### src/rtl/core/lfc_fifo.sv
// ----------------------------------------------------------------------------
// lfc_fifo
// Small flop queue between front and back end.
// ----------------------------------------------------------------------------
module lfc_fifo #(
  parameter int WIDTH = 8,
  parameter int DEPTH = 4
) (
  input  logic                       clk_i,
  input  logic                       rst_ni,
  input  logic                       push_i,
  input  logic [WIDTH-1:0]           data_i,
  input  logic                       pop_i,
  output logic [WIDTH-1:0]           data_o,
  output logic [$clog2(DEPTH+1)-1:0] count_o
);

  localparam int PTW = $clog2(DEPTH);
  localparam int CNW = $clog2(DEPTH+1);

  logic [WIDTH-1:0] mem_q [DEPTH];
  logic [PTW-1:0]   wr_q, rd_q;
  logic [CNW-1:0]   cnt_q;

  always_ff @(posedge clk_i or negedge rst_ni) begin
    if (!rst_ni) begin
      wr_q  <= '0;
      rd_q  <= '0;
      cnt_q <= '0;
    end else begin
      if (push_i) wr_q <= wr_q + PTW'(1);
      if (pop_i)  rd_q <= rd_q + PTW'(1);
      cnt_q <= cnt_q + CNW'(push_i) - CNW'(pop_i);
    end
  end

  always_ff @(posedge clk_i) begin
    if (push_i) mem_q[wr_q] <= data_i;
  end

  assign data_o  = mem_q[rd_q];
  assign count_o = cnt_q;

endmodule

### config.mk
export PLATFORM = sky130hd
export DESIGN_NAME = lfc_fifo
export DESIGN_NICKNAME = d
export VERILOG_FILES = /design/src/rtl/core/lfc_fifo.sv
export SDC_FILE = /design/constraint.sdc
export NUM_CORES = 1
export LEC_CHECK = 0
export BUFFER_PORTS_ARGS = -buffer_cell sky130_fd_sc_hd__clkbuf_2
export CAP_MARGIN = 20
export CORE_MARGIN = 2
export CORE_UTILIZATION = 40
export DETAILED_ROUTE_END_ITERATION = 10
export HOLD_SLACK_MARGIN = 0.08
export PLACE_DENSITY = 0.67
export SLEW_MARGIN = 20
export SYNTH_ARGS = -nofsm -noshare
export SYNTH_HDL_FRONTEND = slang
export SYNTH_SLANG_ARGS = --single-unit
### constraint.sdc
create_clock -name clk_i -period 3.95 [get_ports clk_i]
set_clock_uncertainty 0.05 [all_clocks]
set_input_delay 0.5925 -clock clk_i [delete_from_list [all_inputs] [get_ports clk_i]]
set_output_delay 0.5925 -clock clk_i [all_outputs]
set_load 0.01 [all_outputs]
==> results_dict.tcl <==
set metrics [dict create \
    start_kind "flop" \
    r2r_cells 7 \
    reg2reg_from "count_o[0]" \
    synth-adder-area-share_pct 6.209 \
    antenna_found_initial 0 \
    grt_pass1_vias 718 \
    rsz0062_at_grt "false" \
    cts_setup_buffers 0 \
    dieHeight_um 65.88 \
    slew_viol_final 0 \
    hold_depth 1 \
    hold_end "mem_q[0][0]" \
    p_leak_nw 0.7027 \
    cellPowerDensity_nw_per_um2 752.2 \
    cts_tree "yes" \
    io_buffers 22 \
    cp_max_fo 10 \
    vias_per_cell 4.669 \
    io-pin-count 23 \
    routed_wl_mm 2.264 \
    ys_ff_latch 39 \
    muxShareOfSynthArea_pct 11.76 \
    netlist_area_um2 1531 \
    synthSimpleGateAreaFrac_pct 2.124 \
    ys_seq_area_share_pct 74.18 \
    start_util_pct 41.83 \
    irDropWorstVdd_mv 0.2849 \
    placement_rows 22 \
    hp-start "data_i[0]" \
    nets 121 \
    r2r-end "count_o[2]" \
    diodes 0 \
    clock-sinks 39 \
    drtPass1Iterations 4 \
    maxSlewHeadroom_pct 61.75 \
    worstMarginPinSlew_ns 0.5737 \
    yosys.cell_types.count 13 \
    die-area_um2 4340 \
    finalCritPeriodShare_pct 60.08 \
    status "completed" \
    r2r_slack_ns 2.24 \
    final_layout_size_suffix_gt1_share_pct 35.92 \
    cts_root_buf "clkbuf_8" \
    final_common_cell "edfxtp_1" \
    synth_warnings 0 \
    grt_remaining_overflow 0 \
    cap_violations 0 \
    clock_path_buffers 2 \
    clk-insertion-delay-late_ns 0.29 \
    synth_xor_area_share_pct 2.859 \
    required_ns 3.31 \
    yosysTopAreaCellShare_pct 62.75 \
    synth_fp_nets 93 \
    coreArea_um2 3661 \
    syn_avg_cell_area_um2 20.70 \
    synth_compound_area_share_pct 0.3268 \
    area_growth_pct 19.36 \
    ant_nets 0 \
    yosys-top-cells-area "edfxtp_1 63%, mux4_2 12%, dfrtp_1 11%" \
    num_vias 705 \
    period_minus_slack_ns 2.373 \
    initialDrtViolationCount 40 \
    synth_top_family_by_area "multiplexers" \
    drc_errors 0 \
    synth_largest_area_cell "edfxtp_1" \
    wl_per_cell_um 14.99 \
    fmax_ghz 0.4214 \
    track_usage_pct 12.37 \
    layout_common_cells "32 x edfxtp_1, 22 x clkbuf_2, 8 x mux4_2" \
    hold_viol_final 0 \
    globalplace.congestion 0.6991 \
    fp.dieW_um 65.88 \
    syn_inst 74 \
    cts_htree_levels 2 \
    hp-class "in2reg" \
    hpwlAfterDp_mm 1.482 \
    grt_pass1_wl_mm 3.539 \
    design_power_total_mw 1.375 \
    grt_max_degree 13 \
    cp.arrival_ns 1.73 \
    fin_tns_setup_ns 0 \
    setup_viol 0 \
    end_kind "output port" \
    path_class "reg2out" \
    clk_pin_slew_ns 0.08 \
    cts_buffers 5 \
]
==> logic make-up after synthesis <==
| logic type | after synthesis |
|---|---|
| AO/OA/AOI/OAI | 1 |
| XOR/XNOR | 5 |
| AND/OR/NAND/NOR | 6 |
| multiplexers | 8 |
| adder cells (fa/ha/maj) | 7 |
| flip-flops | 39 |
| buffers and inverters | 8 |
==> timing repair <==
action                    in CTS  in global routing
hold buffers                   1                  0
hold endpoints to repair       7                  0
gates resized for setup        0                  0
==> layer usage <==
layer	GRT usage (%)	share of wire (%)	vias to the layer above
met1	13.66	41	352
met4	7.813	1.5	0
met5	0	0	-
met3	6.133	6.3	2
met2	18.94	51	19
li1	-	-	332
==> sequential cells by signal, indices dropped and copies added (netlist names) <==
| register | count |
|---|---|
| mem_q | 32 |
| count_o | 3 |
| rd_q | 2 |
| wr_q | 2 |
==> critical path: stages, from the launching register on <==
cell	delay, ns
dfrtp_1	0.71
mux4_2	0.59
clkbuf_2	0.14
==> synth_stat cells (all sizes together) <==
cell	number
dfrtp	7
xor2	2
edfxtp	32
and2	4
inv	6
buf	2
fa	1
nand2	2
o21ai	1
mux4	8
ha	6
xnor2	3
==> how the worst max path moves through the flow <==
stage / end / cells past startpoint / from / slack (ns)
final: data_o[0] / 2 / rd_q[0] / 1.58
after global routing: data_o[0] / 2 / rd_q[0] / 1.45
after CTS: data_o[0] / 2 / rd_q[0] / 1.52
after detailed placement: data_o[0] / 2 / rd_q[0] / 1.85
after global placement: data_o[0] / 2 / rd_q[0] / 1.85
after floorplan: count_o[2] / 6 / pop_i / 2.10
==> per-stage QoR <==
stage                     setup WS [ns]  util (%)  instance area, µm²  hold slack [ns]  std cells
after floorplan                   2.100         -                1531           0.2469         74
after global placement            1.851     46.04                1685           0.3879        142
after detailed placement          1.848     46.04                1685           0.3905        142
after CTS                         1.524     49.93                1828           0.4592        151
after global routing              1.445     49.93                1828           0.4580        151
final                             1.577     49.93                1828           0.4713        151
==> final cells by class <==
class,count,area [µm²]
fill,310,1833
sequential,39,1136
multi-input combinational,27,356.6
timing repair buffer,23,120.1
clock buffer,6,72.57
clock inverter,2,60.06
tap,48,60.06
inverter,6,22.52
==> power breakdown <==
part	switching (mW)	leakage (nW)	internal [mW]	total (mW)
logic	0.170	0.261	0.189	0.359
clock network	0.134	0.0654	0.252	0.386
registers	0.0778	0.376	0.552	0.630
Note: power is estimated with default switching activity, not from simulation.
