--- src/rtl/core/lfc_pkg.sv ---
// ----------------------------------------------------------------------------
// lfc_pkg
// Shared types and constants for the voxel label face-contact scan.
// ----------------------------------------------------------------------------
package lfc_pkg;

  localparam int LW    = 16;   // label width on the ports
  localparam int IDX_W = 28;   // raster index width
  localparam int ZW    = 12;   // plane coordinate width
  localparam int ZCW   = 13;   // size_z register width
  localparam int XRW   = 9;    // size_x / size_y register width
  localparam int CFG_W = 13;   // config write data width
  localparam int MAX_Z = 4096;
  localparam int NDIR  = 6;
  localparam int OUT_W = 152;  // result word, padded to bytes

  typedef enum logic [2:0] {
    CFG_SIZE_X   = 3'd0,
    CFG_SIZE_Y   = 3'd1,
    CFG_SIZE_Z   = 3'd2,
    CFG_BOUNDARY = 3'd3,
    CFG_SURFACE  = 3'd4
  } cfg_reg_e;

  // Enables for the back end
  typedef struct packed {
    logic boundary_en;
    logic surface_en;
  } ctrl_t;

  // One queued voxel: neighbors already zeroed where outside the volume
  typedef struct packed {
    logic [IDX_W-1:0]         index;
    logic [LW-1:0]            own;
    logic [NDIR-1:0][LW-1:0]  nb;      // -z,-y,-x,+x,+y,+z from bit 0
    logic [NDIR-1:0]          in_vol;
    logic                     on_edge;
  } entry_t;

endpackage

--- src/rtl/core/lfc_cfg.sv ---
// ----------------------------------------------------------------------------
// lfc_cfg
// Configuration registers: clamped sizes, plane size product, enables.
// ----------------------------------------------------------------------------
module lfc_cfg #(
  parameter int MAX_X = 256,
  parameter int MAX_Y = 256
) (
  input  logic                                      clk_i,
  input  logic                                      rst_ni,
  input  logic                                      cfg_we_i,
  input  logic [2:0]                                cfg_idx_i,
  input  logic [lfc_pkg::CFG_W-1:0]                 cfg_wdata_i,
  output logic [$clog2(MAX_X+1)-1:0]                sx_o,
  output logic [$clog2(MAX_Y+1)-1:0]                sy_o,
  output logic [lfc_pkg::ZCW-1:0]                   sz_o,
  output logic [$clog2(MAX_X*MAX_Y+1)-1:0]          plane_o,
  output logic                                      restart_o,
  output lfc_pkg::ctrl_t                            ctrl_o
);
  import lfc_pkg::*;

  localparam int XCW = $clog2(MAX_X+1);
  localparam int YCW = $clog2(MAX_Y+1);
  localparam int PW  = $clog2(MAX_X*MAX_Y+1);

  logic [XCW-1:0] sx_q, sx_d, sx_cl;
  logic [YCW-1:0] sy_q, sy_d, sy_cl;
  logic [ZCW-1:0] sz_q, sz_d, sz_cl;
  logic [PW-1:0]  plane_q, plane_d;
  ctrl_t          ctrl_q, ctrl_d;
  logic [XRW-1:0] wx;

  assign wx = cfg_wdata_i[XRW-1:0];

  // clamp into the legal range
  always_comb begin
    if (wx == '0)                     sx_cl = XCW'(1);
    else if (32'(wx) > MAX_X)         sx_cl = XCW'(MAX_X);
    else                              sx_cl = XCW'(wx);
    if (wx == '0)                     sy_cl = YCW'(1);
    else if (32'(wx) > MAX_Y)         sy_cl = YCW'(MAX_Y);
    else                              sy_cl = YCW'(wx);
    if (cfg_wdata_i == '0)            sz_cl = ZCW'(1);
    else if (32'(cfg_wdata_i) > MAX_Z) sz_cl = ZCW'(MAX_Z);
    else                              sz_cl = cfg_wdata_i;
  end

  always_comb begin
    sx_d      = sx_q;
    sy_d      = sy_q;
    sz_d      = sz_q;
    plane_d   = plane_q;
    ctrl_d    = ctrl_q;
    restart_o = 1'b0;
    if (cfg_we_i) begin
      unique case (cfg_idx_i)
        CFG_SIZE_X: begin
          sx_d      = sx_cl;
          plane_d   = PW'(sx_cl * sy_q);
          restart_o = 1'b1;
        end
        CFG_SIZE_Y: begin
          sy_d      = sy_cl;
          plane_d   = PW'(sx_q * sy_cl);
          restart_o = 1'b1;
        end
        CFG_SIZE_Z: begin
          sz_d      = sz_cl;
          restart_o = 1'b1;
        end
        CFG_BOUNDARY: ctrl_d.boundary_en = cfg_wdata_i[0];
        CFG_SURFACE:  ctrl_d.surface_en  = cfg_wdata_i[0];
        default: ;
      endcase
    end
  end

  always_ff @(posedge clk_i or negedge rst_ni) begin
    if (!rst_ni) begin
      sx_q    <= XCW'(1);
      sy_q    <= YCW'(1);
      sz_q    <= ZCW'(1);
      plane_q <= PW'(1);
      ctrl_q  <= '0;
    end else begin
      sx_q    <= sx_d;
      sy_q    <= sy_d;
      sz_q    <= sz_d;
      plane_q <= plane_d;
      ctrl_q  <= ctrl_d;
    end
  end

  assign sx_o    = sx_q;
  assign sy_o    = sy_q;
  assign sz_o    = sz_q;
  assign plane_o = plane_q;
  assign ctrl_o  = ctrl_q;

endmodule

--- config.mk ---
export PLATFORM = sky130hd
export DESIGN_NAME = lfc_cfg
export DESIGN_NICKNAME = d
export VERILOG_FILES = /design/src/rtl/core/lfc_pkg.sv /design/src/rtl/core/lfc_cfg.sv
export SDC_FILE = /design/constraint.sdc
export NUM_CORES = 1
export LEC_CHECK = 0
export CORE_ASPECT_RATIO = 0.6
export CORE_UTILIZATION = 35
export CTS_CLUSTER_DIAMETER = 100
export DETAILED_ROUTE_END_ITERATION = 12
export DONT_BUFFER_PORTS = 1
export PLACE_DENSITY_LB_ADDON = 0.1
export SKIP_CTS_REPAIR_TIMING = 1
export SYNTH_ARGS = -nofsm -noshare
export SYNTH_HDL_FRONTEND = slang
export SYNTH_SLANG_ARGS = --single-unit
--- constraint.sdc ---
create_clock -name clk_i -period 8.1 [get_ports clk_i]
set_input_delay 1.215 -clock clk_i [delete_from_list [all_inputs] [get_ports clk_i]]
set_output_delay 1.215 -clock clk_i [all_outputs]
set_load 0.03 [all_outputs]
==> results of run 1 <==
## Yosys cell counts (8+ instances only)
master / number / area, um^2
nand2b_1: 10 / 62.6
buf_1: 8 / 30.0
clkbuf_1: 25 / 93.8
and2_1: 85 / 532
nor2_1: 21 / 78.8
fa_1: 98 / 1960
ha_1: 72 / 901
inv_1: 138 / 518
dfrtp_1: 46 / 1150
nand2_1: 159 / 597
o21ai_0: 25 / 125
xnor2_1: 16 / 140
a21oi_1: 18 / 90.1
a21o_1: 12 / 90.1
## routing by layer
layer	GRT usage [%]	vias up
li1	-	2526
met1	30.4	2671
met2	27.3	125
met3	4.81	5
met4	2.11	0
met5	0	-
## power breakdown
part	leakage [nW]	internal [mW]	switching, mW	total, mW
combinational	3.30	0.180	0.236	0.415
clock	0.0875	0.156	0.111	0.267
sequential	0.643	0.293	0.168	0.460
## placed cells by master, fill, tap and decap left out, types with 2 or more instances in the layout
cell       Yosys  routed
nand2_1      159     159
a21oi_1       18      18
xnor2_1       16      16
and3_1         3       3
buf_4          4      10
a22o_1         7       7
clkbuf_16      0       5
nor3_1         3       3
nand2b_1      10      10
nand3_1        4       4
inv_1        138     138
nor2_1        21      21
nor2b_1        7       7
and2_1        85      85
a31oi_1        3       3
a21o_1        12      12
fa_1          98      98
a211oi_1       5       5
o21ai_1        5       5
a221oi_1       3       3
dfstp_2        4       4
xor2_1         4       4
o21a_1         2       2
dfrtp_1       46      46
ha_1          72      72
mux2_2         2       2
mux2i_1        5       5
o211ai_1       3       3
o21ai_0       25      25
or3_1          2       2
or2_2          2       2
## worst paths after layout
check	end	slack, ns	cells past startpoint	start
worst max-delay path	plane_o[16]	1.87	18	cfg_wdata_i[3]
worst min-delay path	plane_o[1]	0.59	0	rst_ni
worst max register to register	plane_o[13]	3.18	15	sy_o[0]
worst min register to register	sz_o[0]	0.61	1	sz_o[0]
max in group asynchronous	sz_o[0]	7.32	0	rst_ni
min in group clk_i	sz_o[0]	0.61	1	sz_o[0]
## registers in the layout, indices dropped and copies added, names as in the netlist
name / cells
ctrl_o: 2
sx_o: 9
sy_o: 9
sz_o: 13
plane_o: 17
## through the flow
stage | instance area, um^2 | std cells
6_report | 7630 | 1081
5_1_grt | 7630 | 1081
3_3_place_gp | 7450 | 1073
3_5_place_dp | 7450 | 1073
2_1_floorplan | 7230 | 834
4_1_cts | 7630 | 1081
## final cells by class
| type | count | share of cell area [%] |
|---|---|---|
| Multi-Input combinational cell | 602 | 69.0 |
| Sequential cell | 50 | 16.5 |
| Inverter | 138 | 6.79 |
| Tap cell | 273 | 4.48 |
| Clock buffer | 6 | 1.82 |
| Timing Repair Buffer | 10 | 0.984 |
| Clock inverter | 2 | 0.508 |
## cells by family (layout without fill, tap and decap cells)
kind of cell	after synthesis	count (layout)	synth area share (%)
adder cells (fa/ha/maj)	170	170	39.6
AND/OR/NAND/NOR	308	308	20.7
multiplexers	7	7	1.00
XOR/XNOR	21	21	2.73
AO/OA/AOI/OAI	96	96	8.76
flip-flops	50	50	17.4
buffers and inverters	182	156	9.87
## critical path, delay by kind of cell
kind,cells,cell delay (ns)
simple gates,3,0.60
buf+inv,3,0.14
fa+ha+maj,5,2.38
compound gates,7,2.07
==> results.md, run 1 <==
- Result of the run: finished clean
- Number of routed nets with antenna violations: 0
- # rows: 40
- Sequential share of the synthesized area: 17.4%
- Detailed-placement wirelength estimate: 14,700 um
- RSZ-0062 raised after global routing: no
- Prevailing post-synth register cell: dfrtp_1
- Peak ir drop on the vdd network: 94.2 uV
- Min Tclk post-route: 6.23 ns
- Ratio of cells with drive above 1 in the final layout: 4.21%
- Drt first-iter violations: 266
- Met1 layer wirelength in the final routing: 10,000 um
- Type of the most critical hold path: primary input to asynchronous set/reset pin
- Tcrit/Tclk final: 76.9%
- Maximum capacitance violations: 0
- Highest routed layer: met4
- WP data arrival: 6.42 ns
- Synthesized flop and latch total: 50
- Mapped Nets: 1,023
- Post-synth design cell area: 0.00723 mm^2
- Clock latency on the worst-skew pair: 0.31 ns
- Port Buffer Count: 0
- CTS sink cnt: 50
- Final weighted congestion of routability-driven global placement: 0.783
- Seq. cell area: 0.00126 mm^2
- Count of flip-flops with a built-in enable after synthesis: 0
- Maximum number of pins on one net before global-route repair: 51
- PnR worst setup slack: 1.87 ns
- Kind of start point of the critical path: primary input
- Global-route wire length before repair: 31,800 um
- Worst slew margin: 32.8%
- Total of endpoints with negative setup slack in the final report: 0
- Detailed-router iteration count before antenna repair: 4
- Die area: 0.0212 mm^2
- Final Hold Viols: 0
- Total via count in the routed design: 5,327
- Clock-pin slew reported for the worst setup and hold paths after clock tree synthesis: 0.08 ns
- All-Layer GR Usage: 19.5%
- Via count of the first global-routing pass: 5,585
- TritonCTS clock tree: done
- Post-Syn Instances: 834
- Post-synthesis cell type count: 59
- Detailed-route wire length: 19,100 um
- Vertical extent of the die: 113 um
- Clock buffers created by TritonCTS: 5
- Power, Total: 1.14 mW
- Leakage component of the power: 4.03 nW
- Worst-path fanout max: 8
- P&R area growth vs syn: 5.59%
- Number of top-level pins: 70
- Fraction of synthesis flops using an asynchronous set or reset pin: 100%
- CP most frequent cell: fa_1
- Initial standard-cell utilization of the core: 35.9%
- Critical Path Slowest Stage Cell: a21oi_1
- Max Clock Skew: 0.00819 ns
- Largest buffer count on any clock path: 2
- Overflow after GRT: 0
- Transition time at the pin with the least slew margin: 1.01 ns
- Horizontal die dimension: 188 um
- Max stage delay on crit path: 0.82 ns
- Depth of the CTS H-tree: 2
- Total negative slack: 0 ns
- Mean number of vias per cell: 4.93
- Placeable Area: 0.0201 mm^2
- Count of synthesis-stage warnings from yosys: 0
- Total met2 wirelength after detailed routing: 7560 um
- Crit path capture type: flip-flop
- Power density relative to cell area: 150 mW/mm^2
- Max Clock Freq: 160 MHz
- Critical path class: primary input to flip-flop
- Average wire per cell in the routed design: 17.7 um
- Utilization after layout: 37.9%
- Final max-slew violation count: 0
- Clock root buffer: clkbuf_16
- Total inserted antenna cells: 0
- Mean Syn Cell Area: 8.67 um^2
- Final routed DRC violation total: 0
- Filler Cell Count: 2,132
- Final layout net count: 996
- Worst Setup Slack post-DPL: 1.52 ns
- Multi-input combinational cell area: 0.00526 mm^2
- Critical path, cell by cell: nor4_1, nand2_1, a21oi_1, nand2_1, fa_1, inv_1, fa_1, inv_1, fa_1, fa_1, inv_1, ha_1, o211ai_1, a21o_1, a32oi_1, a311oi_1, a221oi_1, o21ai_1
- Number of antenna violations at the first check in global routing: 0
- Min Hold Slack: 0.588 ns
- WL met3: 1470 um
- Data required, critical path: 8.28 ns
Note: power is estimated with default switching activity, not from simulation.
==> run 2, diff against run 1 <==
clock period = 5.6 ns   (was 8.1 ns; I/O delays follow)
==> results.md, run 2 (same netlist as run 1, synthesis figures left out) <==
- Result of the run: finished clean
- Final weighted congestion of routability-driven global placement: 0.790 (+0.91%)
- Min Tclk post-route: 5.25 ns
- Max Clock Skew: 0.00274 ns (-0.00546 ns)
- Ratio of cells with drive above 1 in the final layout: 6.64% (+2.4 points)
- Worst-path fanout max: 9 (+1)
- Kind of start point of the critical path: primary input
- TritonCTS clock tree: done
- P&R area growth vs syn: 8.98%
- Final max-slew violation count: 0 (unchanged)
- Dominant delay contributor by cell family on the critical path: adder cells
- Number of top-level pins: 70 (unchanged)
- WP data arrival: 5.46 ns (-0.96 ns)
- Final layout net count: 1,016 (+2.0%)
- Final routed DRC violation total: 0 (unchanged)
- Crit path capture type: flip-flop
- Total via count in the routed design: 5,382 (+1.0%)
- Drt first-iter violations: 275 (+3.4%)
- Detailed-route wire length: 19,200 um (+0.52%)
- Clock buffers created by TritonCTS: 5 (unchanged)
- Critical path, cell by cell: nor4_1, nand2_1, a21oi_1, buf_4, buf_4, nand2_1, fa_1, inv_1, fa_1, ha_1, inv_1, fa_1, inv_1, ha_1, a211oi_1, buf_4, o211ai_1, o21ai_1, o21ai_1, xnor2_1, a221oi_1
- Worst slew margin: 31.1% (-1.6 points)
- Clock latency on the worst-skew pair: 0.30 ns (about the same)
- Critical path class: primary input to flip-flop
- Type of the most critical hold path: primary input to asynchronous set/reset pin
- Detailed-placement wirelength estimate: 14,700 um (about the same)
- Commonest cells after routing, fill and taps aside: 159 x nand2_1, 138 x inv_1, 98 x fa_1, 85 x and2_1, 72 x ha_1
- Port Buffer Count: 0 (unchanged)
- Global-route wire length before repair: 32,100 um (+1.0%)
- Maximum number of pins on one net before global-route repair: 51 (unchanged)
- Largest register FFs: 17 (unchanged)
- Largest buffer count on any clock path: 2 (unchanged)
- CTS sink cnt: 50 (unchanged)
- Critical R2R Capture: plane_o[14]
- Area post-placement: 0.00769 mm^2 (+3.2%)
- Max stage delay on crit path: 0.58 ns (-0.24 ns)
- Die area: 0.0212 mm^2 (unchanged)
- Clock root buffer: clkbuf_16
- Critical Path Slowest Stage Cell: fa_1
- All-Layer GR Usage: 19.5% (about the same)
- Most frequent standard cell in the layout excluding fill and tap cells: nand2_1
- Total inserted antenna cells: 0 (unchanged)
- Peak ir drop on the vdd network: 144 uV (+52%)
- Overflow after GRT: 0 (unchanged)
- Maximum capacitance violations: 0 (unchanged)
- Tcrit/Tclk final: 93.8%
- Finished Cell Area: 0.00788 mm^2 (+3.2%)
- RSZ-0062 raised after global routing: no
- Buffers and inverters on the worst path: 6 (+3)
- Number of routed nets with antenna violations: 0 (unchanged)
- Placeable Area: 0.0201 mm^2 (unchanged)
- Filler Cell Count: 2,109 (-1.1%)
- Max Clock Freq: 190 MHz
- Total of endpoints with negative setup slack in the final report: 0 (unchanged)
- Data required, critical path: 5.80 ns (-2.48 ns)
- Clock-pin slew reported for the worst setup and hold paths after clock tree synthesis: 0.07 ns (about the same)
- Via count of the first global-routing pass: 5,722 (+2.5%)
- Utilization after layout: 39.2% (+1.2 points)
- Transition time at the pin with the least slew margin: 1.03 ns (+0.0247 ns)
- Final Hold Viols: 0 (unchanged)
- Mean number of vias per cell: 4.89 (-0.80%)
- Number of antenna violations at the first check in global routing: 0 (unchanged)
- Average wire per cell in the routed design: 17.5 um (-1.3%)
- Depth of the CTS H-tree: 2 (unchanged)
- FF-to-FF setup slack: 0.81 ns (-2.37 ns)
- Power density relative to cell area: 215 mW/mm^2 (+43%)
- Detailed-router iteration count before antenna repair: 4 (unchanged)
- Vertical extent of the die: 113 um (unchanged)
- Leakage component of the power: 4.16 nW (+3.1%)
- Critical register-to-register path startpoint: sy_o[1]
- Initial standard-cell utilization of the core: 35.9% (unchanged)
- # rows: 40 (unchanged)
- Depth of the most critical reg-to-reg path: 15 (unchanged)
- Horizontal die dimension: 188 um (unchanged)
[run 2: report_power, final]
part / switching, mW / total, mW / internal [mW]
clock: 0.158 / 0.384 / 0.226
combinational: 0.381 / 0.670 / 0.289
sequential: 0.213 / 0.637 / 0.424
total: 0.752 / 1.69 / 0.939
[run 2: per-stage QoR]
stage	power (mW)	setup TNS, ns	instances	hold slack (ns)	setup slack (ns)
floorplan	1.10	0	834	0.544	0.152
global placement	1.31	0	1093	0.546	0.0499
detailed placement	1.32	-0.0219	1093	0.546	-0.0219
CTS	1.72	0	1101	0.214	0.280
global route	1.84	0	1101	0.204	0.0885
finish	1.69	0	1101	0.223	0.349
[run 2: worst max-delay path by stage]
stage	startpoint	endpoint	slack, ns	depth (start not counted)
detailed placement	cfg_wdata_i[3]	plane_o[16]	-0.02	21
floorplan	cfg_wdata_i[3]	plane_o[14]	0.15	19
global placement	cfg_wdata_i[3]	plane_o[16]	0.05	21
finish	cfg_wdata_i[3]	plane_o[15]	0.35	21
global route	cfg_wdata_i[3]	plane_o[15]	0.09	19
CTS	cfg_wdata_i[3]	plane_o[16]	0.28	21
[run 2: area by class of cell]
| type | count | area (um^2) | share of cell area [%] |
|---|---|---|---|
| multi-input cells | 602 | 5270 | 66.9 |
| clock inverters | 2 | 38.8 | 0.492 |
| well taps | 273 | 342 | 4.34 |
| clock buffers | 6 | 139 | 1.76 |
| repair buffers | 30 | 313 | 3.97 |
| inverters | 138 | 518 | 6.58 |
| flip-flops and latches | 50 | 1260 | 15.9 |
[run 2: metal layers]
| metal | share of wire, % | wire, um | GRT usage (%) | up-vias |
|---|---|---|---|---|
| li1 | - | - | - | 2567 |
| met2 | 41 | 7930 | 27.9 | 118 |
| met3 | 6.9 | 1330 | 4.71 | 4 |
| met5 | 0 | 0 | 0 | - |
| met1 | 52 | 9930 | 30.0 | 2693 |
| met4 | 0.23 | 44 | 2.01 | 0 |
