==> config.mk <==
export PLATFORM = sky130hd
export DESIGN_NAME = lfc_back
export DESIGN_NICKNAME = d
export VERILOG_FILES = /design/src/rtl/core/lfc_pkg.sv /design/src/rtl/core/lfc_back.sv
export SDC_FILE = /design/constraint.sdc
export NUM_CORES = 1
export LEC_CHECK = 0
export ABC_AREA = 1
export BUFFER_PORTS_ARGS = -buffer_cell sky130_fd_sc_hd__buf_2
export CORE_UTILIZATION = 25
export CTS_CLUSTER_DIAMETER = 100
export DETAILED_ROUTE_END_ITERATION = 7
export SLEW_MARGIN = 20
export SYNTH_ARGS = -nofsm -noshare
export SYNTH_HDL_FRONTEND = slang
export SYNTH_SLANG_ARGS = --single-unit
export TNS_END_PERCENT = 30
==> constraint.sdc <==
create_clock -name clk_i -period 15.6 [get_ports clk_i]
set_input_delay 3.9 -clock clk_i [delete_from_list [all_inputs] [get_ports clk_i]]
set_output_delay 3.9 -clock clk_i [all_outputs]
set_load 0.01 [all_outputs]
==> src/rtl/core/lfc_pkg.sv <==
// ----------------------------------------------------------------------------
// lfc_pkg
// Shared types and constants for the voxel label face-contact scan.
// ----------------------------------------------------------------------------
package lfc_pkg;

  localparam int LW    = 16;   // label width on the ports
  localparam int IDX_W = 28;   // raster index width
  localparam int ZW    = 12;   // plane coordinate width
  localparam int ZCW   = 13;   // size_z register width
  localparam int XRW   = 9;    // size_x / size_y register width
  localparam int CFG_W = 13;   // config write data width
  localparam int MAX_Z = 4096;
  localparam int NDIR  = 6;
  localparam int OUT_W = 152;  // result word, padded to bytes

  typedef enum logic [2:0] {
    CFG_SIZE_X   = 3'd0,
    CFG_SIZE_Y   = 3'd1,
    CFG_SIZE_Z   = 3'd2,
    CFG_BOUNDARY = 3'd3,
    CFG_SURFACE  = 3'd4
  } cfg_reg_e;

  // Enables for the back end
  typedef struct packed {
    logic boundary_en;
    logic surface_en;
  } ctrl_t;

  // One queued voxel: neighbors already zeroed where outside the volume
  typedef struct packed {
    logic [IDX_W-1:0]         index;
    logic [LW-1:0]            own;
    logic [NDIR-1:0][LW-1:0]  nb;      // -z,-y,-x,+x,+y,+z from bit 0
    logic [NDIR-1:0]          in_vol;
    logic                     on_edge;
  } entry_t;

endpackage

==> src/rtl/core/lfc_back.sv <==
// ----------------------------------------------------------------------------
// lfc_back
// Contact evaluation and output register.
// ----------------------------------------------------------------------------
module lfc_back (
  input  logic                        clk_i,
  input  logic                        rst_ni,
  input  logic                        q_valid_i,
  input  lfc_pkg::entry_t             q_entry_i,
  output logic                        q_pop_o,
  input  lfc_pkg::ctrl_t              ctrl_i,
  output logic                        out_valid_o,
  input  logic                        out_ready_i,
  output logic [lfc_pkg::OUT_W-1:0]   out_data_o
);
  import lfc_pkg::*;

  logic                    ov_q;
  logic [IDX_W-1:0]        idx_q;
  logic [LW-1:0]           own_q;
  logic [2:0]              cnt_q, cnt;
  logic [NDIR-1:0]         dirs_q, dirs;
  logic [NDIR-1:0][LW-1:0] nb_q;
  logic                    surf_q, surf;

  assign q_pop_o = q_valid_i && (!ov_q || out_ready_i);

  always_comb begin
    for (int k = 0; k < NDIR; k++) begin
      dirs[k] = q_entry_i.own != '0 && q_entry_i.in_vol[k] &&
                q_entry_i.nb[k] != '0 && q_entry_i.nb[k] != q_entry_i.own;
    end
    cnt  = ctrl_i.boundary_en ? 3'($countones(dirs)) : 3'd0;
    surf = ctrl_i.surface_en && q_entry_i.own != '0 && q_entry_i.on_edge;
  end

  always_ff @(posedge clk_i or negedge rst_ni) begin
    if (!rst_ni) begin
      ov_q <= 1'b0;
    end else if (q_pop_o) begin
      ov_q <= 1'b1;
    end else if (out_ready_i) begin
      ov_q <= 1'b0;
    end
  end

  always_ff @(posedge clk_i) begin
    if (q_pop_o) begin
      idx_q  <= q_entry_i.index;
      own_q  <= q_entry_i.own;
      cnt_q  <= cnt;
      dirs_q <= dirs;
      nb_q   <= q_entry_i.nb;
      surf_q <= surf;
    end
  end

  assign out_valid_o = ov_q;
  assign out_data_o  = {2'b00, surf_q, nb_q, dirs_q, cnt_q, own_q, idx_q};

endmodule

==> results of run 1 <==
## path summary, 6_finish.rpt
kind	start	endpoint	slack [ps]	cells after the start
setup / recovery	out_ready_i	q_pop_o	6960	4
hold / removal	out_valid_o$_DFFE_PN0P_	out_valid_o$_DFFE_PN0P_	560	2
max in group asynchronous	rst_ni	out_valid_o$_DFFE_PN0P_	12290	1
setup reg to reg	out_valid_o$_DFFE_PN0P_	out_data_o[99]$_DFFE_PP_	13400	2
hold reg to reg	out_valid_o$_DFFE_PN0P_	out_valid_o$_DFFE_PN0P_	560	2
min in group asynchronous	rst_ni	out_valid_o$_DFFE_PN0P_	3220	1
## area by class of cell
type | instances | area, µm²
tap | 378 | 473.0
inverter | 115 | 431.7
fill | 2920 | 18220
clock inverter | 15 | 192.7
clock buffer | 17 | 425.4
sequential | 151 | 4529
timing repair buffer | 306 | 1536
multi-input combinational | 484 | 1972
antenna | 2 | 5.005
## metal layers
layer | share of wire [%] | up-vias
li1 | - | 2974
met2 | 47 | 255
met4 | 1.6 | 2
met3 | 9.0 | 21
met1 | 42 | 2669
met5 | 0.059 | -
## power groups by stage
stage | Clock [µW] | Combinational [µW] | Sequential, µW
finish | 438 | 130 | 479
global route | 466 | 147 | 481
CTS | 451 | 133 | 479
detailed placement | 0 | 132 | 488
global placement | 0 | 130 | 488
floorplan | 0 | 53.2 | 507
## kinds of logic after synthesis
| group | synth area share (%) |
|---|---|
| other cells | 0.05313 |
| fa+ha+maj | 1.028 |
| simple gates | 25.40 |
| flops | 64.17 |
| xor+xnor | 0.7445 |
| compound gates | 0.4963 |
| buf+inv | 8.101 |
## synthesized netlist by cell type, drive strengths merged
master,count
edfxtp,150
dfrtp,1
nor2,120
xor2,6
nand2,328
a21oi,7
and3,1
conb,1
ha,1
nand3,16
fa,3
buf,17
inv,115
## registers in the layout (all words and copies together) (netlist names)
name	count
out_valid_o	1
out_data_o	96
idx_q	28
own_q	16
surf_q	1
cnt_q	3
dirs_q	6
## per-stage QoR
step | cells | util, % | cell area [µm²] | setup WS, ps | hold WS [ps]
4_1_cts | 1466 | 34.41 | 9560 | 6939 | 570.7
3_3_place_gp | 1434 | 32.19 | 8942 | 6973 | 543.0
2_1_floorplan | 767 | - | 7062 | 404.3 | 522.2
5_1_grt | 1466 | 34.41 | 9560 | 6887 | 593.2
3_5_place_dp | 1434 | 32.19 | 8942 | 6920 | 559.5
6_report | 1468 | 34.43 | 9565 | 6957 | 562.7
## tightest hold or removal path, stage by stage, from the launching register on
cell and delay, ps:
sky130_fd_sc_hd__dfrtp_1 410, sky130_fd_sc_hd__nand2_1 70, sky130_fd_sc_hd__nand2_1 50
==> results.yml, run 1 <==
global_routing:
  grt.met1_usage_pct: 18.29
  grt_overflow: 0
  grt_use_met2_pct: 25.32
  global_route.usage.met3_pct: 4.535
  grt_max_degree: 72
  top_usage_layer: "met2"
  grt_use_total_pct: 15.13
  wire_length_of_the_first_global_routing_pass_mm: 31.50
  number_of_global_route_vias_before_repair: 5564
  antenna_violations_before_repair: 3
sta:
  timing.final.crit_period_ps: 8643
  max_slew_margin_pct: 35.42
  worst-slew-pin-transition_ps: 968.6
  setup_violations: 0
  period_utilization_pct: 55.40
  maxClockFrequency_mhz: 115.7
  timing.clock.skew_ps: 10.60
  finalHoldViolations: 0
  setup_tns_ps: 0
  rsz0062_at_grt: "no"
  maxSlewViolCount: 0
setup_path:
  crit_top_cell: "sky130_fd_sc_hd__buf_2"
  critPathTopFamily: "compound AO/OA/AOI/OAI gates"
  critPathBufInv: 3
  worstPathRequired_ps: 11700
  path_class: "in -> out"
  delay_of_the_slowest_critical_path_stage_ps: 470
  crit_path_cell_trace: "buf_2, inv_1, a21oi_4, buf_2"
  worstPathArrival_ps: 4740
  crit_slowest_cell: "sky130_fd_sc_hd__a21oi_4"
  critical_path_peak_fanout: 16
  timing.critical_path.from_type: "primary input"
  worstSetupEndpointType: "output port"
power:
  part_of_the_total_power_dissipated_in_sequential_elements_pct: 45.7
  ir_drop_uv: 44.62
  netSwitchingPower_uw: 271.3
  switching_share_of_power_pct: 25.90
  power.density_cell_area_nw_per_um2: 109.5
  power_internal_uw: 776.1
  power.clock.fraction_pct: 41.8
  p_leak_uw: 0.004731
  total_power_uw: 1047
  pwr-share-comb_pct: 12.4
place:
  place_hpwl_mm: 17.37
  gp_congestion: 0.8015
  buffer_ports.inserted: 304
floorplanning:
  row_count: 61
  chipHeight_um: 170.0
  die-area_um2: 28910
  start_util_pct: 25.41
  ioPinCount: 307
  core_um2: 27780
  die_w_um: 170.0
clocking:
  number_of_h_tree_levels: 4
  post_cts_setup_repair_buffer_count: 0
  ctsResizeCount: 0
  tritoncts.num_buffers: 17
  path_clk_slew_ps: 70
  tritoncts: "yes"
  worstSkewPairLatency_ps: 430
  clk_path_buf_depth: 2
  root_cell_of_the_clock_tree: "sky130_fd_sc_hd__clkbuf_16"
  cts-hold-fix-buffers: 0
  cts_num_sinks: 151
logic_synthesis:
  postSynthAreaPerCell_um2: 9.214
  synth_cell_types: 20
  post-synth-top-area-cell: "sky130_fd_sc_hd__edfxtp_1"
  synth_warnings: 0
  post_synth_main_area_contributors: "sky130_fd_sc_hd__edfxtp_1 64%, sky130_fd_sc_hd__nand2_1 17%, sky130_fd_sc_hd__nor2_1 6.2%"
  synthesis.instances: 766
  synth_top_area_share_pct: 63.82
  postSynthRegisterBits: 151
  proportion_of_synthesized_chip_area_in_sequential_cells_pct: 64.17
  post_synth_instance_area_um2: 7058
detailed_routing:
  dr.first_iter.drc_count: 352
  drt-total-wl_mm: 21.91
  drt_pass1_iterations: 7
  post-route-drc-count: 0
  detail_route.vias_per_cell: 4.033
  drtAntennaViolNets: 0
  wire_length_per_cell_after_detailed_routing_um: 14.92
  vias: 5921
layout:
  drive_gt1_share_pct: 31.99
  layout.cells.most_common: "sky130_fd_sc_hd__nand2_1"
  area_delta_synth_final_pct: 35.53
  num-nets-final: 1232
  most-common-layout-cells: "327 x sky130_fd_sc_hd__nand2_1, 304 x sky130_fd_sc_hd__buf_2, 150 x sky130_fd_sc_hd__edfxtp_1"
run_status:
  run_status: "finished, final reports clean"
min_path:
  worstHoldPathType: "reg -> reg"
job:
  max_cap_violations: 0
Note: power is estimated with default switching activity, not from simulation.
==> run 2, diff against run 1 <==
==> constraint.sdc (replaced) <==
create_clock -name clk_i -period 7.4 [get_ports clk_i]
set_input_delay 1.85 -clock clk_i [delete_from_list [all_inputs] [get_ports clk_i]]
set_output_delay 1.85 -clock clk_i [all_outputs]
set_load 0.01 [all_outputs]
==> run 2 against run 1 <==
Register-to-register slack got worse by 7800 ps. Worst setup slack lost 4100 ps. Critical path type is now in -> reg. Clock power increased by 97%. Largest cell class unchanged. Via count is 1.1% higher. Critical path depth up 11.
==> results.yml, run 2 (same netlist as run 1, synthesis figures left out) <==
layout:
  multiInputGateArea_um2: 1972
  largest_register_ffs: 96
  drive_gt1_share_pct: 31.83
  most-common-layout-cells: "327 x sky130_fd_sc_hd__nand2_1, 304 x sky130_fd_sc_hd__buf_2, 150 x sky130_fd_sc_hd__edfxtp_1"
  finalCoreUtilization_pct: 34.32
  layoutNonFillerInstCount: 1467
  area_taken_by_flip_flops_and_latches_um2: 4529
  num-nets-final: 1231
  area_delta_synth_final_pct: 35.08
  layout.cells.most_common: "sky130_fd_sc_hd__nand2_1"
  nFillCells: 2930
sta:
  setup_violations: 0
  worst_setup_margin_ps: 2839
  rsz0062_at_grt: "no"
  max_slew_margin_pct: 40.68
  maxSlewViolCount: 0
  period_utilization_pct: 61.63
  timing.clock.skew_ps: 10.08
  finalHoldViolations: 0
  maxClockFrequency_mhz: 219.3
  setup_tns_ps: 0
  timing.final.crit_period_ps: 4561
  worst-slew-pin-transition_ps: 889.8
setup_path:
  worstPathArrival_ps: 4750
  path_class: "in -> reg"
  crit_path_cell_trace: "buf_2, nor2_1, nand3_1, nor2_1, nand2_4, nand3_1, a21oi_1, fa_1, inv_1, fa_1, inv_1, ha_1, fa_1, nand2_1, inv_1"
  critical_path_peak_fanout: 9
  crit_slowest_cell: "sky130_fd_sc_hd__fa_1"
  timing.critical_path.from_type: "primary input"
  worstPathRequired_ps: 7590
  delay_of_the_slowest_critical_path_stage_ps: 540
  critPathTopFamily: "adder cells"
  worstSetupEndpointType: "flip-flop"
  critPathBufInv: 4
min_path:
  worstHoldPathType: "reg -> reg"
clocking:
  cts_num_sinks: 151
  post_cts_setup_repair_buffer_count: 0
  ctsResizeCount: 0
  path_clk_slew_ps: 70
  root_cell_of_the_clock_tree: "sky130_fd_sc_hd__clkbuf_16"
  cts-hold-fix-buffers: 0
  clk_path_buf_depth: 2
  worstSkewPairLatency_ps: 430
  tritoncts.num_buffers: 17
  tritoncts: "yes"
  number_of_h_tree_levels: 4
floorplanning:
  die_w_um: 170.0
  start_util_pct: 25.41
  die-area_um2: 28910
  row_count: 61
  chipHeight_um: 170.0
  ioPinCount: 307
  core_um2: 27780
detailed_routing:
  top_layer: "met5"
  routed-wl-met2_mm: 10.46
  detail_route.vias_per_cell: 4.080
  vias: 5986
  wl_met3_mm: 1.937
  wire_length_per_cell_after_detailed_routing_um: 15.36
  post-route-drc-count: 0
  drt-total-wl_mm: 22.53
  met1Wirelength_mm: 9.676
  drt_pass1_iterations: 4
  dr.first_iter.drc_count: 318
  drtAntennaViolNets: 0
global_routing:
  antenna_violations_before_repair: 5
  grt_use_total_pct: 15.36
  grt_overflow: 0
  grt_max_degree: 151
  number_of_global_route_vias_before_repair: 5679
  wire_length_of_the_first_global_routing_pass_mm: 31.98
job:
  max_cap_violations: 0
run_status:
  run_status: "finished, final reports clean"
power:
  p_leak_uw: 0.004714
  power.density_cell_area_nw_per_um2: 225.9
  total_power_uw: 2154
  ir_drop_uv: 107.8
place:
  numPlacedInstances: 1433
  detailedPlace.worstSlack_ps: 2355
  place_hpwl_mm: 17.59
  gp_congestion: 0.8107
  buffer_ports.inserted: 304
-- run 2: cell type report --
class / count / share of cell area [%]
clock buffer: 17 / 4.462
sequential: 151 / 47.51
tap: 378 / 4.961
antenna: 2 / 0.05249
timing repair buffer: 305 / 16.17
multi-input combinational: 484 / 20.68
clock inverter: 15 / 1.640
inverter: 115 / 4.528
-- run 2: routing by layer --
metal  global-route usage (%)  up-vias
met1                    18.76     2718
met5                        0        -
li1                         -     2981
met4                    5.249        6
met3                    5.233       27
met2                    25.18      254
-- run 2: worst reg2reg max path, delay by kind of cell, from the launching register on --
family / cells / cell delay (ps)
DFF: 1 / 420
AOI/OAI and AO/OA: 1 / 250
buffers and inverters: 1 / 550
-- run 2: power by group --
group,total (µW),leakage [µW],switching [µW],internal (µW)
sequential,1010,0.00144,10.8,1000
clock,865,0.000273,368,497
combinational,278,0.00300,180,98.6
total,2150,0.00471,559,1600
-- run 2: path summary, 6_finish.rpt --
path	startpoint	endpoint	slack (ps)	depth (start not counted)
setup / recovery	q_entry_i[103]	cnt_q[1]$_SDFFCE_PN0P_	2840	15
hold / removal	out_valid_o$_DFFE_PN0P_	out_valid_o$_DFFE_PN0P_	560	2
setup reg to reg	out_valid_o$_DFFE_PN0P_	out_data_o[118]$_DFFE_PP_	5590	2
hold reg to reg	out_valid_o$_DFFE_PN0P_	out_valid_o$_DFFE_PN0P_	560	2
max in group asynchronous	rst_ni	out_valid_o$_DFFE_PN0P_	6140	1
min in group asynchronous	rst_ni	out_valid_o$_DFFE_PN0P_	1180	1
-- run 2: per-stage QoR --
stage	cell area, µm²	hold slack (ps)
final	9534	561.0
after global routing	9529	613.8
after CTS	9529	566.3
after detailed placement	8947	551.1
after global placement	8947	538.1
after floorplan	7073	578.3
==> run 3, diff against run 2 <==
==> constraint.sdc (replaced) <==
create_clock -name clk_i -period 4.7 [get_ports clk_i]
set_input_delay 1.175 -clock clk_i [delete_from_list [all_inputs] [get_ports clk_i]]
set_output_delay 1.175 -clock clk_i [all_outputs]
set_load 0.01 [all_outputs]
==> run 3 against run 2 <==
Clock power up 49%. Die area unchanged. Worst hold slack worse by 46 ps. Wire length up 1.1%. Flip-flop and latch count unchanged. Highest routed layer unchanged. Sequential share of layout area up 0.062 points.
==> results.yml, run 3 (same netlist as run 1, synthesis figures left out) <==
run_status:
  run_status: "finished, final reports clean"
layout:
  layout.cells.most_common: "sky130_fd_sc_hd__nand2_1"
  num-nets-final: 1233
  largest_register_ffs: 96
  most-common-layout-cells: "327 x sky130_fd_sc_hd__nand2_1, 304 x sky130_fd_sc_hd__buf_2, 150 x sky130_fd_sc_hd__edfxtp_1"
  finalCoreUtilization_pct: 34.27
  final_design_area_no_fill_um2: 9522
  area_delta_synth_final_pct: 34.91
  layoutNonFillerInstCount: 1470
  drive_gt1_share_pct: 31.89
clocking:
  post_cts_setup_repair_buffer_count: 0
  cts-hold-fix-buffers: 0
  tritoncts.num_buffers: 17
  tritoncts: "yes"
  clk_path_buf_depth: 2
  number_of_h_tree_levels: 4
  root_cell_of_the_clock_tree: "sky130_fd_sc_hd__clkbuf_16"
  ctsResizeCount: 0
  cts_num_sinks: 151
  path_clk_slew_ps: 60
  worstSkewPairLatency_ps: 440
setup_path:
  worstPathRequired_ps: 4890
  crit_slowest_cell: "sky130_fd_sc_hd__fa_1"
  path_class: "in -> reg"
  worstSetupEndpointType: "flip-flop"
  timing.reg2reg.worst_path_depth: 2
  critical_path_depth: 15
  rr_endpoint: "out_data_o[60]$_DFFE_PP_"
  crit_path_cell_trace: "buf_2, nor2_1, nand3_1, nor2_1, nand2_4, nand3_1, a21oi_1, fa_1, inv_1, fa_1, inv_1, ha_1, fa_1, nand2_1, inv_1"
  critPathLaunch: "q_entry_i[103]"
  critical_path_peak_fanout: 9
  critPathTopFamily: "adder cells"
  critical_path.endpoint: "cnt_q[1]$_SDFFCE_PN0P_"
  timing.critical_path.from_type: "primary input"
  critPathBufInv: 4
  worstPathArrival_ps: 4170
  worst_r2r_startpoint: "out_valid_o$_DFFE_PN0P_"
  reg2reg_slack_ps: 2940
  delay_of_the_slowest_critical_path_stage_ps: 540
power:
  total_power_uw: 3322
  ir_drop_uv: 160.3
  power.density_cell_area_nw_per_um2: 348.9
  p_leak_uw: 0.004701
sta:
  setup_violations: 0
  maxClockFrequency_mhz: 251.5
  timing.clock.skew_ps: 15.75
  setup_tns_ps: 0
  worst-slew-pin-transition_ps: 609.8
  rsz0062_at_grt: "no"
  finalHoldViolations: 0
  maxSlewViolCount: 0
  timing.final.crit_period_ps: 3976
  period_utilization_pct: 84.60
  max_slew_margin_pct: 59.35
floorplanning:
  row_count: 61
  core_um2: 27780
  chipHeight_um: 170.0
  die-area_um2: 28910
  start_util_pct: 25.41
  ioPinCount: 307
  die_w_um: 170.0
place:
  place_hpwl_mm: 18.19
  placedInstanceArea_um2: 8975
  gp_congestion: 0.8034
  buffer_ports.inserted: 304
  numPlacedInstances: 1435
global_routing:
  wire_length_of_the_first_global_routing_pass_mm: 32.25
  grt_overflow: 0
  grt_max_degree: 70
  grt_use_total_pct: 15.64
  antenna_violations_before_repair: 7
  number_of_global_route_vias_before_repair: 5585
detailed_routing:
  post-route-drc-count: 0
  vias: 5962
  wire_length_per_cell_after_detailed_routing_um: 15.50
  drtAntennaViolNets: 0
  detail_route.vias_per_cell: 4.056
  dr.first_iter.drc_count: 340
  drt-total-wl_mm: 22.78
  drt_pass1_iterations: 6
min_path:
  worstHoldPathType: "in -> async"
job:
  max_cap_violations: 0
-- run 3: cell count changes in the layout (fill, tap and decap cells not counted), sizes merged --
cell      previous run  this run
buf                305       307
bufinv               2         1
clkinv               8         7
clkinvlp             4         5
diode                2         4
-- run 3: power breakdown --
part | internal (µW) | switching [µW] | total [µW]
sequential | 1570 | 16.5 | 1590
clock | 718 | 574 | 1290
combinational | 157 | 284 | 441
-- run 3: per-stage QoR --
| step | hold WS [ps] | setup slack (ps) |
|---|---|---|
| after floorplan | 567.1 | -140.1 |
| after CTS | 488.5 | 726.2 |
| final | 515.4 | 723.7 |
| after global placement | 524.0 | 286.5 |
| after global routing | 496.8 | 594.7 |
| after detailed placement | 538.1 | 258.4 |
-- run 3: worst min-delay path by stage --
stage,start,to,slack (ps),cells after the start
floorplan,out_valid_o$_DFFE_PN0P_,out_valid_o$_DFFE_PN0P_,570,2
global placement,out_valid_o$_DFFE_PN0P_,out_valid_o$_DFFE_PN0P_,520,2
detailed placement,out_valid_o$_DFFE_PN0P_,out_valid_o$_DFFE_PN0P_,540,2
CTS,rst_ni,out_valid_o$_DFFE_PN0P_,490,1
global route,rst_ni,out_valid_o$_DFFE_PN0P_,500,1
finish,rst_ni,out_valid_o$_DFFE_PN0P_,520,1
-- run 3: layer usage --
metal  wire length, µm  track usage, %  vias to the layer above
met2             10750           26.23                      255
met5                35               0                        -
met1              9611           18.43                     2691
met3              2004           5.628                       22
met4               376           5.288                        6
li1                  -               -                     2988
-- run 3: worst reg2reg max path, stage by stage (launching register included) --
cell,delay [ps]
sky130_fd_sc_hd__dfrtp_1,410
sky130_fd_sc_hd__a21oi_4,370
sky130_fd_sc_hd__buf_4,600
-- run 3: area by class of cell --
class | count | area [µm²]
inverters | 115 | 444.2
clock inverters | 14 | 111.4
clock buffers | 17 | 425.4
well taps | 378 | 473.0
fillers | 2963 | 18260
repair buffers | 307 | 1556
multi-input cells | 484 | 1972
diodes | 4 | 10.01
flip-flops and latches | 151 | 4529
